## src/terrain_slope_walkability_unit_assert.svh

```systemverilog
// ---------------------------------------------------------------------------
// Assertion macros for the terrain slope walkability unit
// Concurrent checks with a common clock and report, with or without a reset qualifier.
// ---------------------------------------------------------------------------
`ifndef TERRAIN_SLOPE_WALKABILITY_UNIT_ASSERT_SVH
`define TERRAIN_SLOPE_WALKABILITY_UNIT_ASSERT_SVH

// Check outside reset only.
`define TSWU_ASSERT(lbl, clk, rst_n, prop) \
  lbl: assert property (@(posedge clk) disable iff (!rst_n) prop) \
    else $error("assertion failed: %m");

// Check at every edge, reset included.
`define TSWU_ASSERT_ALWAYS(lbl, clk, prop) \
  lbl: assert property (@(posedge clk) prop) \
    else $error("assertion failed: %m");

`endif

```

## src/tswu_pkg.sv

```systemverilog
// ---------------------------------------------------------------------------
// tswu_pkg
// Shared constants, codes and types of the slope walkability unit.
// ---------------------------------------------------------------------------
package tswu_pkg;

  // Heightfield store size
  localparam int MAX_WIDTH = 256;
  localparam int MAX_DEPTH = 256;
  localparam int XW        = $clog2(MAX_WIDTH);
  localparam int ZW        = $clog2(MAX_DEPTH);
  localparam int AW        = XW + ZW;

  // Field widths
  localparam int HW     = 16;  // height sample, Q8.8
  localparam int POS_W  = 9;   // signed coordinate
  localparam int DIM_W  = 9;   // grid size register
  localparam int LIM_W  = 16;  // slope limit register
  localparam int CFG_DW = 16;  // widest register
  localparam int IDX_W  = 2;

  // Working widths
  localparam int XZW   = (XW > ZW) ? XW : ZW;
  localparam int CW    = ((XZW > POS_W + 1) ? XZW : POS_W + 1) + 1;
  localparam int NW    = 20;             // normal sum, |n| <= 8 * 2^15
  localparam int MAGW  = NW - 1;
  localparam int SQW   = 2 * MAGW;
  localparam int SUMW  = SQW + 1;
  localparam int KW    = 3;              // ny / 256, at most 6
  localparam int LIMPW = 2 * KW + LIM_W;

  // Stream widths
  localparam int IN_TDATA_W  = 40;
  localparam int OUT_TDATA_W = 8;

  // Commands
  localparam logic CMD_WRITE = 1'b0;
  localparam logic CMD_QUERY = 1'b1;

  // Register indexes
  localparam logic [IDX_W-1:0] REG_GRID_WIDTH  = 2'd0;
  localparam logic [IDX_W-1:0] REG_GRID_DEPTH  = 2'd1;
  localparam logic [IDX_W-1:0] REG_SLOPE_LIMIT = 2'd2;

  // Register reset values
  localparam logic [DIM_W-1:0] GRID_WIDTH_RST  = DIM_W'(256);
  localparam logic [DIM_W-1:0] GRID_DEPTH_RST  = DIM_W'(256);
  localparam logic [LIM_W-1:0] SLOPE_LIMIT_RST = LIM_W'(271);

  typedef struct packed {
    logic [DIM_W-1:0] grid_width;
    logic [DIM_W-1:0] grid_depth;
    logic [LIM_W-1:0] slope_limit;
  } cfg_t;

  typedef struct packed {
    logic          we;
    logic [AW-1:0] addr;
    logic [HW-1:0] wdata;
  } ram_req_t;

  typedef struct packed {
    logic                 start;
    logic signed [NW-1:0] nx;
    logic signed [NW-1:0] nz;
    logic [KW-1:0]        k;
  } norm_t;

  typedef struct packed {
    logic done;
    logic walkable;
  } slope_res_t;

  typedef struct packed {
    logic vld;
    logic walkable;
  } result_t;

endpackage

```

## src/tswu_slope_cmp.sv

```systemverilog
// ---------------------------------------------------------------------------
// tswu_slope_cmp
// Squares the normal with one shared multiplier and compares against the
// slope limit scaled by ny squared.
// ---------------------------------------------------------------------------
module tswu_slope_cmp (
  input  logic                       clk_i,
  input  logic                       rst_ni,
  input  tswu_pkg::norm_t            norm_i,
  input  logic [tswu_pkg::LIM_W-1:0] slope_limit_i,
  output tswu_pkg::slope_res_t       res_o
);
  import tswu_pkg::*;

  localparam logic [1:0] PH_X   = 2'd0;
  localparam logic [1:0] PH_Z   = 2'd1;
  localparam logic [1:0] PH_CMP = 2'd2;

  function automatic logic [2*KW-1:0] ksq(input logic [KW-1:0] k);
    return (2*KW)'(k) * (2*KW)'(k);
  endfunction

  logic             busy_q, busy_d;
  logic [1:0]       phase_q, phase_d;
  logic [MAGW-1:0]  ax_q, az_q, op;
  logic [LIMPW-1:0] lim_q;
  logic [SQW-1:0]   sq_q, sq_d;
  logic [SUMW-1:0]  sum_q, sum_d, tot;
  logic             done_q, done_d, walk_q, walk_d;
  logic signed [NW-1:0] anx, anz;

  assign anx = norm_i.nx[NW-1] ? -norm_i.nx : norm_i.nx;
  assign anz = norm_i.nz[NW-1] ? -norm_i.nz : norm_i.nz;

  assign op  = (phase_q == PH_X) ? ax_q : az_q;
  assign tot = sum_q + SUMW'(sq_q);

  always_comb begin
    busy_d  = busy_q;
    phase_d = phase_q;
    sq_d    = SQW'(op) * SQW'(op);
    sum_d   = sum_q;
    done_d  = 1'b0;
    walk_d  = walk_q;
    if (busy_q) begin
      case (phase_q)
        PH_X: begin
          phase_d = PH_Z;
        end
        PH_Z: begin
          sum_d   = SUMW'(sq_q);
          phase_d = PH_CMP;
        end
        PH_CMP: begin
          done_d = 1'b1;
          walk_d = tot < SUMW'({lim_q, 8'b0});
          busy_d = 1'b0;
        end
        default: begin
          busy_d = 1'b0;
        end
      endcase
    end else if (norm_i.start) begin
      busy_d  = 1'b1;
      phase_d = PH_X;
    end
  end

  always_ff @(posedge clk_i or negedge rst_ni) begin
    if (!rst_ni) begin
      busy_q  <= 1'b0;
      phase_q <= PH_X;
      done_q  <= 1'b0;
    end else begin
      busy_q  <= busy_d;
      phase_q <= phase_d;
      done_q  <= done_d;
    end
  end

  always_ff @(posedge clk_i) begin
    if (!busy_q && norm_i.start) begin
      ax_q  <= MAGW'(anx);
      az_q  <= MAGW'(anz);
      lim_q <= LIMPW'(ksq(norm_i.k)) * LIMPW'(slope_limit_i);
    end
    sq_q   <= sq_d;
    sum_q  <= sum_d;
    walk_q <= walk_d;
  end

  assign res_o.done     = done_q;
  assign res_o.walkable = walk_q;

endmodule

```

## config.mk

```make
export PLATFORM = sky130hd
export DESIGN_NAME = tswu_slope_cmp
export DESIGN_NICKNAME = d
export VERILOG_FILES = /design/src/terrain_slope_walkability_unit_assert.svh /design/src/tswu_pkg.sv /design/src/tswu_slope_cmp.sv
export SDC_FILE = /design/constraint.sdc
export NUM_CORES = 1
export LEC_CHECK = 0
export BUFFER_PORTS_ARGS = -buffer_cell sky130_fd_sc_hd__buf_2
export CORE_MARGIN = 1.5
export CORE_UTILIZATION = 25
export DETAILED_ROUTE_END_ITERATION = 16
export GPL_TIMING_DRIVEN = 0
export SYNTH_ARGS = -nofsm -noshare
export SYNTH_HDL_FRONTEND = slang
export SYNTH_SLANG_ARGS = --single-unit
```

## constraint.sdc

```tcl
create_clock -name clk_i -period 13.9 [get_ports clk_i]
set_input_delay 2.78 -clock clk_i [delete_from_list [all_inputs] [get_ports clk_i]]
set_output_delay 2.78 -clock clk_i [all_outputs]
set_load 0.05 [all_outputs]
```

# ---- Word-level counts from Yosys, hierarchy flattened
# Index checks and enable logic that the tools add are counted.
dict set report totals {
  regBits 141
  input_bits 62
  out_inout_bits 2
  word_cells 38
}
dict set report classes {
  n_addsub 3
  multipliers 3
  n_lt_le_gt_ge 1
  n_eq_ne 3
  muxes 11
  n_reduce_logical 8
}
# cell count
set ops {}
lappend ops {{two-way mux 19 bit} 3}
lappend ops {{adder 38 x 38 -> 39 bit} 1}
lappend ops {{less-than comparator 39 x 30 -> 1 bit} 1}
lappend ops {{multiplier 19 x 19 -> 38 bit} 1}
lappend ops {{negator 19 bit} 2}
lappend ops {{multiplier 6 x 16 -> 22 bit} 1}
lappend ops {{multiplier 3 x 3 -> 6 bit} 1}
lappend ops {{AND reduction 2 bit} 3}
lappend ops {{two-way mux 1 bit} 5}
lappend ops {{two-way mux 2 bit} 2}
lappend ops {{one-hot mux 2 bit (2 select lines)} 1}
lappend ops {{!= test 3 x 1 -> 1 bit, second input constant} 1}
lappend ops {{equality test 2 x 1 -> 1 bit, second input constant} 1}
lappend ops {{equality test 2 bit, second input constant} 1}
lappend ops {{zero test 2 bit} 1}
lappend ops {{nonzero test 2 bit} 1}
lappend ops {{OR reduction 2 bit} 1}
lappend ops {{logical AND 1 bit} 1}
lappend ops {{zero test 1 bit} 1}

# ---- Depth between registers and ports, before layout
# Gate-level depths: netlist of the first run.
dict set report logic_depth {
  ltp_word 4
  depth_mapped 30
  mapped_depth_nobuf 28
}

# ---- Worst setup path before layout of the first run
# Ideal clock, no wire load.
dict set report synth_timing {
  path_kind {input to register}
  from {in norm_i[0] (netlist bit)}
  to {reg lim_q[20] (data pin)}
  setup_ns 0.262
  t_arrival_ns 7.322
  required_ns 13.638
  setup_slack_ns 6.315
  cell_stages 19
  n_path_buf 1
  cell_sequence {and2_1 > ha_1 > xnor2_1 > clkbuf_1 > nand2_1 > fa_1 > fa_1 > fa_1 > fa_1 > nor2b_1 > o21ai_0 > a21boi_0 > o21ai_0 > a21boi_0 > o21a_1 > o31ai_1 > a31oi_1 > mux2i_1 > nand3_1}
}
dict set report synth_between {
  elab_chain_len 2
}
# item line_no
set synth_rtl {}
lappend synth_rtl {{start: declaration} tswu_slope_cmp.sv:9} ;# input tswu_pkg::norm_t norm_i,
lappend synth_rtl {{multiplier 3 x 3 -> 6 bit} tswu_slope_cmp.sv:20} ;# return (2*KW)'(k) * (2*KW)'(k);
lappend synth_rtl {{multiplier 6 x 16 -> 22 bit} tswu_slope_cmp.sv:85} ;# lim_q <= LIMPW'(ksq(norm_i.k)) * LIMPW'(slope_limit_i);
lappend synth_rtl {{end signal: assignment} tswu_slope_cmp.sv:85}
lappend synth_rtl {{end: declaration} tswu_slope_cmp.sv:26} ;# logic [LIMPW-1:0] lim_q;
# Every way passes these cells.
# A chain may end at the register's enable or synchronous reset.

# ---- Final worst setup path of the first run
dict set report layout_timing {
  from {reg phase_q[0]}
  to {reg sq_q[37]}
}
dict set report layout_between {
  elab_chain_len 3
}
# item line_no
set layout_rtl {}
lappend layout_rtl {{start: declaration} tswu_slope_cmp.sv:24} ;# logic [1:0] phase_q, phase_d;
lappend layout_rtl {{start signal: assignment} tswu_slope_cmp.sv:76} ;# phase_q <= phase_d;
lappend layout_rtl {{zero test 2 bit} tswu_slope_cmp.sv:35} ;# assign op = (phase_q == PH_X) ? ax_q : az_q;
lappend layout_rtl {{two-way mux 19 bit} tswu_slope_cmp.sv:35}
lappend layout_rtl {{multiplier 19 x 19 -> 38 bit} tswu_slope_cmp.sv:41} ;# sq_d = SQW'(op) * SQW'(op);
lappend layout_rtl {{named net sq_d[37]} tswu_slope_cmp.sv:27} ;# logic [SQW-1:0] sq_q, sq_d;
lappend layout_rtl {{end signal: assignment} tswu_slope_cmp.sv:87} ;# sq_q <= sq_d;
lappend layout_rtl {{end: declaration} tswu_slope_cmp.sv:27}
# The timed path passes the listed nets, and every way through them passes these cells.

==> results of run 1 <==
final timing paths:
check	start	to	slack, ns	cells after the start
worst max-delay path	phase_q[0]	sq_q[37]	4.35	26
worst min register to register	sq_q[12]	sum_q[12]	0.43	0
worst max register to register	phase_q[0]	sq_q[37]	4.35	26
max in group asynchronous	rst_ni	phase_q[0]	11.64	1
min in group asynchronous	rst_ni	busy_q	2.13	1
worst min-delay path	sq_q[12]	sum_q[12]	0.43	0
cells in the mapped netlist (3+ instances only):
master,number
and2_1,48
nor2b_1,7
dfxtp_1,36
and3_1,13
o41ai_1,4
ha_1,218
clkbuf_1,29
nor3_1,21
o21ai_0,38
nand3_1,19
a211o_1,3
o21ai_1,7
mux2i_1,16
inv_1,465
dfrtp_1,4
o21bai_1,8
o21a_1,11
nand2_1,177
a21boi_0,3
or4_1,7
a21oi_1,51
or3_1,8
o221ai_1,3
or2_2,3
fa_1,292
xnor2_1,81
nand4_1,5
mux2_2,13
o31ai_1,15
nand2b_1,15
xor2_1,25
a21o_1,39
nor2_1,132
a31oi_1,5
a211oi_1,8
edfxtp_1,97
o211ai_1,3
nor4_1,3
critical path: stages (launching register included):
cell and delay [ns]:
dfrtp_1 0.40, nor2_1 0.68, clkbuf_1 0.52, mux2i_1 1.07
inv_1 0.19, clkbuf_1 0.41, nand2_1 0.24, fa_1 0.48
fa_1 0.45, fa_1 0.49, inv_1 0.05, fa_1 0.47
fa_1 0.56, inv_1 0.06, fa_1 0.60, inv_1 0.06
ha_1 0.34, nand4_1 0.14, nor2_1 0.13, inv_1 0.04
o31ai_1 0.70, o221ai_1 0.31, o21ai_1 0.35, a21oi_1 0.18
o21ai_0 0.21, a21oi_1 0.10, xnor2_1 0.21
flip-flops by register name, indices dropped and copies added (netlist names):
| signal | count |
|---|---|
| sq_q | 36 |
| walk_q | 1 |
| phase_q | 2 |
| ax_q | 19 |
| done_q | 1 |
| lim_q | 22 |
| az_q | 19 |
| sum_q | 36 |
| busy_q | 1 |
routing by layer:
| layer | track usage | share of wire |
|---|---|---|
| met1 | 0.144 | 0.44 |
| met2 | 0.189 | 0.49 |
| met3 | 0.0208 | 0.055 |
| met4 | 0.0362 | 0.023 |
| met5 | 0 | 0 |
layout make-up:
class / instances / area, um2 / area share
timing repair buffer: 63 / 345 / 0.0163
clock buffer: 19 / 464 / 0.0219
inverter: 468 / 1760 / 0.0827
multi-input combinational: 1331 / 13500 / 0.634
tap: 978 / 1220 / 0.0576
buffer: 33 / 131 / 0.00619
sequential: 137 / 3730 / 0.176
clock inverter: 13 / 124 / 0.00583
cell families (layout without fill, tap and decap cells):
| logic type | count (synthesis) | count (layout) | synth area share |
|---|---|---|---|
| AOI/OAI and AO/OA | 223 | 223 | 0.0813 |
| xor gates and xnor gates | 106 | 106 | 0.0487 |
| adders and majority gates | 510 | 510 | 0.449 |
| buffers and inverters | 501 | 596 | 0.0990 |
| DFF | 137 | 137 | 0.196 |
| muxes | 29 | 29 | 0.0161 |
| and+or+nand+nor | 463 | 463 | 0.110 |
per-stage QoR:
step,utilization,cell area (um2)
after floorplan,-,19100
after global placement,0.272,20600
after detailed placement,0.273,20700
after CTS,0.281,21200
after global routing,0.281,21200
final,0.281,21200
==> impl_metrics.csv, run 1 <==
group,metric,value,unit
status,status,"complete, no violations",
sta,maxSlewHeadroom,0.0891,
floorplan,boundaryPins,64,
clock_tree,cts-root-buf,"clkbuf_16",
run,drv_cap,0,
synth,syn-instance-count,1969,
placement,dp.cells,3010,
global_route,grt_pass1_vias,13800,
layout,final_cells,3042,
layout,final_cell_mix,"464 x inv_1, 292 x fa_1, 218 x ha_1",
clock_tree,htreeDepth,4,
worst_hold_path,hold_path_class,"reg -> reg",
global_route,grt_max_degree,39,
sta,fmax,0.105,GHz
synth,synth_top_area_cell,"fa_1",
clock_tree,holdBufCountCts,0,
clock_tree,post_cts_resized,0,
clock_tree,max-clock-path-buffers,2,
layout,area_growth,11.3,%
clock_tree,clock_latency,0.44,ns
global_route,grt_antenna_before_repair,0,
sta,hold_viol,0,
routing,route.vias.total,13200,
layout,final_common_cell,"inv_1",
floorplan,core_area,0.0757,mm2
global_route,grt_overflow,0,
synth,synth_area,0.0191,mm2
global_route,grt_pass1_wl,69500,um
routing,drtIter0Drc,702,
setup_path,crit_path_end_kind,"flip-flop",
clock_tree,cts_made_buffers,17,
placement,place_congestion,0.881,
layout,fillers,7937,
routing,drc,0,
setup_path,worstSetupStartpointType,"flip-flop",
synth,yosysUniqueCellTypes,66,
sta,skew,0.0153,ns
layout,drive_above_1_share,0.0625,
synth,synth_top_cell_area_share,0.306,
sta,post-route-min-period,9.55,ns
synth,synth_flop_cell,"edfxtp_1",
setup_path,worstSetupPathType,"reg -> reg",
clock_tree,post_cts_buffers,0,
floorplan,dieArea,0.0780,mm2
sta,period_share,0.687,
clock_tree,clkSinkCount,137,
floorplan,die_h,279,um
synth,syn-num-nets,2541,
synth,ys_ff_latch,137,
placement,numPortBuffers,61,
synth,avgSynthCellArea,9.69,um2
synth,synth_seq_area_share,0.196,
sta,worst_pin_slew,1.33,ns
sta,maxSlewViolCount,0,
setup_path,cp.required,14.25,ns
synth,synth_edf_count,97,
placement,dp_hpwl,35200,um
routing,postRouteAntennaNets,0,
sta,holdWs,0.431,ns
sta,worst_slack,4.35,ns
layout,fin_nets,2623,
floorplan,initial_core_util,0.252,
floorplan,dieWidth,279,um
setup_path,worst_ep_arrival_time,9.90,ns
layout,diodes,0,
synth,yosys-top-cells-area,"fa_1 31%, edfxtp_1 15%, ha_1 14%, inv_1 9.2%, dfxtp_1 3.8%",
routing,firstDrtPassIters,5,
clock_tree,cts_tree,"done",
synth,yosys_warnings,0,
routing,wl_per_cell,13.7,um
routing,totalWireLength,41700,um
clock_tree,clkTransAtPathRegs,0.07,ns
synth,synthArstFlopShare,0.0292,
routing,vias_per_cell,4.34,
setup_path,crit_fanout,10,
sta,setup_viol,0,
sta,rsz0062_at_grt,"no",
placement,pre_cts_slack,4.33,ns
sta,setup_tns,0,ns
floorplan,num_rows,101,
global_route,track_usage,0.112,
Power of run 1 is not shown: default switching activity piles up to over one toggle a cycle in this logic, so the estimate is an artifact.
==> run 2: changes to the inputs <==
==> constraint.sdc (replaced) <==
create_clock -name clk_i -period 7.9 [get_ports clk_i]
set_input_delay 1.58 -clock clk_i [delete_from_list [all_inputs] [get_ports clk_i]]
set_output_delay 1.58 -clock clk_i [all_outputs]
set_load 0.05 [all_outputs]
==> run 2 against run 1 <==
Compared with the run above:
- die area is the same
- cell count grew 0.36%
- highest routed layer unchanged
- first-iteration DRC count shrank 5.7%
- clock skew shrank 0.0025 ns
- worst setup slack lost 4.0 ns
- global-route usage grew 0.071 points
- largest cell class unchanged
- sequential cell count is the same
==> impl_metrics.csv, run 2 (synthesized netlist as in run 1, its figures left out) <==
group,metric,value,unit
setup_path,slowest_delay,0.58,ns
status,status,"complete, no violations",
floorplan,die_h,279,um
setup_path,critPathSlowestCell,"fa_1",
sta,setup_viol,0,
floorplan,initial_core_util,0.252,
placement,placed_cell_area,0.0207,mm2
sta,post-route-min-period,7.58,ns
layout,drive_above_1_share,0.0920,
setup_path,worstSetupStartpointType,"flip-flop",
routing,totalWireLength,42100,um
layout,multi_input_area,0.0137,mm2
clock_tree,cts_tree,"done",
global_route,grt_pass1_vias,13900,
sta,period_share,0.959,
global_route,grt_overflow,0,
routing,postRouteAntennaNets,0,
routing,drc,0,
placement,numPortBuffers,61,
layout,final_common_cell,"inv_1",
worst_hold_path,hold_path_class,"reg -> reg",
clock_tree,cts-root-buf,"clkbuf_16",
layout,fin_nets,2634,
setup_path,rrSetupSlack,0.32,ns
sta,maxSlewHeadroom,0.283,
run,drv_cap,0,
floorplan,boundaryPins,64,
global_route,track_usage,0.113,
setup_path,crit_path_frequent_cell,"fa_1",
floorplan,dieArea,0.0780,mm2
clock_tree,htreeDepth,4,
placement,dp_hpwl,35200,um
layout,seqCellArea,0.00373,mm2
placement,place_congestion,0.881,
floorplan,dieWidth,279,um
setup_path,cp.required,8.26,ns
routing,vias_per_cell,4.34,
sta,fmax,0.132,GHz
layout,finish.utilization,0.286,
sta,maxSlewViolCount,0,
clock_tree,max-clock-path-buffers,2,
layout,fillers,7892,
clock_tree,cts_made_buffers,17,
clock_tree,clkTransAtPathRegs,0.07,ns
routing,drtIter0Drc,662,
routing,firstDrtPassIters,5,
layout,diodes,0,
floorplan,core_area,0.0757,mm2
setup_path,crit_fanout,10,
floorplan,num_rows,101,
layout,final_cell_mix,"460 x inv_1, 292 x fa_1, 217 x ha_1",
global_route,grt_pass1_wl,69900,um
clock_tree,clock_latency,0.44,ns
placement,dp.cells,3010,
routing,route.vias.total,13200,
routing,wl_per_cell,13.8,um
sta,hold_viol,0,
sta,skew,0.0128,ns
layout,reg.largest.list,"sq_q x36, sum_q x36, lim_q x22",
global_route,grt_antenna_before_repair,0,
layout,final_cells,3053,
setup_path,crit_path_end_kind,"flip-flop",
layout,postLayoutCellArea,0.0217,mm2
global_route,grt_max_degree,39,
clock_tree,clkSinkCount,137,
setup_path,worstSetupPathType,"reg -> reg",
setup_path,crit_chain,"nor2_4 > buf_12 > clkbuf_8 > mux2_2 > clkbuf_4 > nand2_1 > fa_1 > fa_1 > fa_1 > fa_1 > inv_1 > fa_1 > fa_1 > ha_1 > a21o_1 > a21o_1 > a211oi_2 > o31ai_4 > o221ai_2 > o21ai_1 > o41a_1 > a21o_1 > a21oi_1 > xnor2_1",
sta,worst_pin_slew,1.05,ns
setup_path,worst_ep_arrival_time,7.94,ns
layout,area_growth,13.7,%
clock_tree,holdBufCountCts,0,
[run 2: what timing repair did]
action                                 in CTS  in global routing
setup endpoints to repair                  23                  8
endpoints found under the hold margin       0                  0
buffers inserted                            7                  7
pin swaps                                   1                  2
gates resized for setup                    53                 40
[run 2: path summary, 6_finish.rpt]
path,from,depth (start not counted),to
setup / recovery,phase_q[0],24,sq_q[31]
min in group asynchronous,rst_ni,1,busy_q
hold / removal,sq_q[12],0,sum_q[12]
setup reg to reg,phase_q[0],24,sq_q[31]
hold reg to reg,sq_q[12],0,sum_q[12]
max in group asynchronous,rst_ni,1,phase_q[0]
[run 2: cell type report]
class | instances | area share
multi-input combinational | 1331 | 0.632
sequential | 137 | 0.172
inverter | 468 | 0.0820
tap | 978 | 0.0564
timing repair buffer | 77 | 0.0219
clock buffer | 19 | 0.0214
buffer | 30 | 0.00831
clock inverter | 13 | 0.00571
[run 2: metrics by stage]
| step | TNS [ns] | worst slack, ns | hold WS, ns |
|---|---|---|---|
| 6_report | 0 | 0.324 | 0.432 |
| 5_1_grt | -0.0137 | -0.0137 | 0.444 |
| 4_1_cts | 0 | 0.00379 | 0.434 |
| 3_5_place_dp | -21.78 | -1.67 | 0.425 |
| 3_3_place_gp | -22.53 | -1.74 | 0.426 |
| 2_1_floorplan | 0 | 0.500 | 0.415 |
[run 2: layer usage]
metal,wire length [um],global-route usage
met5,0,0
met2,20700,0.190
met4,874,0.0354
met3,2070,0.0228
met1,18400,0.145
[run 2: worst max-delay path, delay by kind of cell (launching register included)]
family | cells | cell delay, ns
AOI/OAI and AO/OA | 9 | 2.07
xor gates and xnor gates | 1 | 0.14
adders and majority gates | 7 | 3.40
buffers and inverters | 4 | 0.65
DFF | 1 | 0.43
muxes | 1 | 0.46
and+or+nand+nor | 2 | 0.31
Power of run 2 is left out for the same reason.
==> run 3: changes to the inputs <==
--- a/config.mk
+++ b/config.mk
@@ -7,9 +7,11 @@
 export LEC_CHECK = 0
 export BUFFER_PORTS_ARGS = -buffer_cell sky130_fd_sc_hd__buf_2
 export CORE_MARGIN = 1.5
-export CORE_UTILIZATION = 25
+export CORE_UTILIZATION = 55
 export DETAILED_ROUTE_END_ITERATION = 16
 export GPL_TIMING_DRIVEN = 0
+export PLACE_DENSITY = 0.75
+export SLEW_MARGIN = 25
 export SYNTH_ARGS = -nofsm -noshare
 export SYNTH_HDL_FRONTEND = slang
 export SYNTH_SLANG_ARGS = --single-unit
==> run 3 against run 2 <==
Compared with the run above:
- register-to-register slack lost 0.04 ns
- clock-buffer cell count grew 1
- cell count fell by 17%
- maximum frequency is 0.52% lower
- critical path depth is the same
- clock skew about the same
- routed wire length shrank 1.4%
- via count up 4.1%
- worst setup slack got worse by 0.040 ns
- highest routed layer unchanged
- cell area shrank 2.8%
- global-route usage is 13 points higher
==> impl_metrics.csv, run 3 (synthesized netlist as in run 1, its figures left out) <==
group,metric,value,unit
floorplan,core_area,0.0344,mm2
setup_path,worstSetupStartpointType,"flip-flop",
layout,fin_nets,2640,
sta,skew,0.0123,ns
routing,totalWireLength,41500,um
placement,dp_hpwl,34200,um
setup_path,crit_fanout,10,
routing,drc,0,
run,drv_cap,0,
worst_hold_path,min_to,"sum_q[13]",
setup_path,rrSetupSlack,0.28,ns
global_route,grt_pass1_vias,14400,
global_route,grt_max_degree,39,
clock_tree,clock_latency,0.44,ns
sta,maxSlewViolCount,0,
routing,vias_per_cell,5.43,
layout,final_common_cell,"inv_1",
sta,setup_viol,0,
routing,postRouteAntennaNets,0,
floorplan,boundaryPins,64,
worst_hold_path,whs_path_depth,0,
sta,period_share,0.964,
routing,drtIter0Drc,721,
clock_tree,clkTransAtPathRegs,0.07,ns
sta,worst_pin_slew,0.772,ns
placement,placed_cell_area,0.0200,mm2
global_route,grt_pass1_wl,68300,um
layout,postLayoutCellArea,0.0211,mm2
global_route,track_usage,0.242,
layout,drive_above_1_share,0.0932,
setup_path,worst_ep_arrival_time,7.98,ns
layout,final_cell_mix,"460 x inv_1, 292 x fa_1, 217 x ha_1",
clock_tree,clkSinkCount,137,
clock_tree,cts_made_buffers,17,
status,status,"complete, no violations",
layout,reg.largest.list,"sq_q x36, sum_q x36, lim_q x22",
setup_path,cp.required,8.26,ns
floorplan,dieWidth,189,um
sta,maxSlewHeadroom,0.472,
global_route,grt_antenna_before_repair,0,
routing,wl_per_cell,16.4,um
sta,fmax,0.131,GHz
layout,diodes,0,
floorplan,die_h,189,um
setup_path,worstSetupPathType,"reg -> reg",
layout,finish.utilization,0.613,
clock_tree,cts_tree,"done",
layout,area_growth,10.5,%
placement,place_congestion,0.948,
global_route,grt_overflow,0,
worst_hold_path,min_from,"sq_q[13]",
floorplan,num_rows,68,
floorplan,dieArea,0.0358,mm2
setup_path,crit_path_end_kind,"flip-flop",
sta,hold_viol,0,
worst_hold_path,hold_path_class,"reg -> reg",
placement,numPortBuffers,61,
floorplan,initial_core_util,0.555,
placement,dp.cells,2487,
routing,route.vias.total,13800,
clock_tree,htreeDepth,4,
setup_path,r2r_cells,24,
setup_path,reg2reg_to,"sq_q[31]",
clock_tree,cts-root-buf,"clkbuf_16",
routing,firstDrtPassIters,5,
setup_path,r2r-start,"phase_q[0]",
sta,post-route-min-period,7.62,ns
clock_tree,max-clock-path-buffers,2,
layout,final_cells,2536,
==> run 3: cell types whose count changed in the layout (fill, tap and decap cells not counted), sizes merged <==
| cell | previous run | this run |
|---|---|---|
| inv | 472 | 470 |
| clkbuf | 46 | 43 |
| bufinv | 0 | 2 |
| clkinv | 5 | 4 |
| buf | 80 | 90 |
==> run 3: critical path, cell delays in order (launching register included) <==
cell and delay [ns]:
dfrtp_1 0.42, nor2_4 0.14, buf_12 0.13, buf_8 0.16, mux2_2 0.46, clkbuf_2 0.32
nand2_1 0.23, fa_1 0.44, fa_1 0.59, fa_1 0.44, fa_1 0.49, inv_1 0.06
fa_1 0.50, fa_1 0.57, ha_1 0.40, a21o_1 0.20, a21o_1 0.19, a211oi_1 0.29
o31ai_2 0.20, o221ai_2 0.28, o21ai_2 0.15, o41a_1 0.36, a21o_1 0.19, a21oi_1 0.17
xnor2_1 0.15
==> run 3: worst max path at each step <==
stage | slack (ns) | startpoint | endpoint
after global placement | -1.47 | phase_q[0] | sq_q[37]
after global routing | -0.002 | phase_q[0] | sq_q[31]
after CTS | -0.004 | phase_q[1] | sq_q[37]
after detailed placement | -1.45 | phase_q[0] | sq_q[37]
final | 0.28 | phase_q[0] | sq_q[31]
after floorplan | 0.50 | phase_q[0] | sq_q[31]
==> run 3: layer usage <==
metal | part of all wire | vias to the layer above | global-route usage
li1 | - | 6407 | -
met1 | 0.40 | 6835 | 0.293
met2 | 0.50 | 437 | 0.426
met3 | 0.062 | 94 | 0.0460
met4 | 0.034 | 0 | 0.0943
met5 | 0 | - | 0
==> run 3: timing repair <==
item                       CTS  global route
gates resized for setup     42            37
pin swaps                    2             2
buffers inserted             7            14
setup endpoints to repair   22             7
hold buffers                 0             0
==> run 3: cell type report <==
class	instances	area, um2
Fill cell	2857	13300
Clock inverter	12	148
Tap cell	455	569
Clock buffer	20	489
Inverter	468	1780
Multi-Input combinational cell	1331	13700
Timing Repair Buffer	84	515
Sequential cell	137	3730
Buffer	29	173
==> run 3: per-stage QoR <==
stage	setup WS, ns	hold slack, ns	setup TNS, ns
final	0.284	0.440	0
after global routing	-0.00181	0.450	-0.00181
after CTS	-0.00420	0.440	-0.00420
after detailed placement	-1.45	0.425	-16.97
after global placement	-1.47	0.426	-17.96
after floorplan	0.500	0.415	0
Power of run 3 is left out for the same reason.
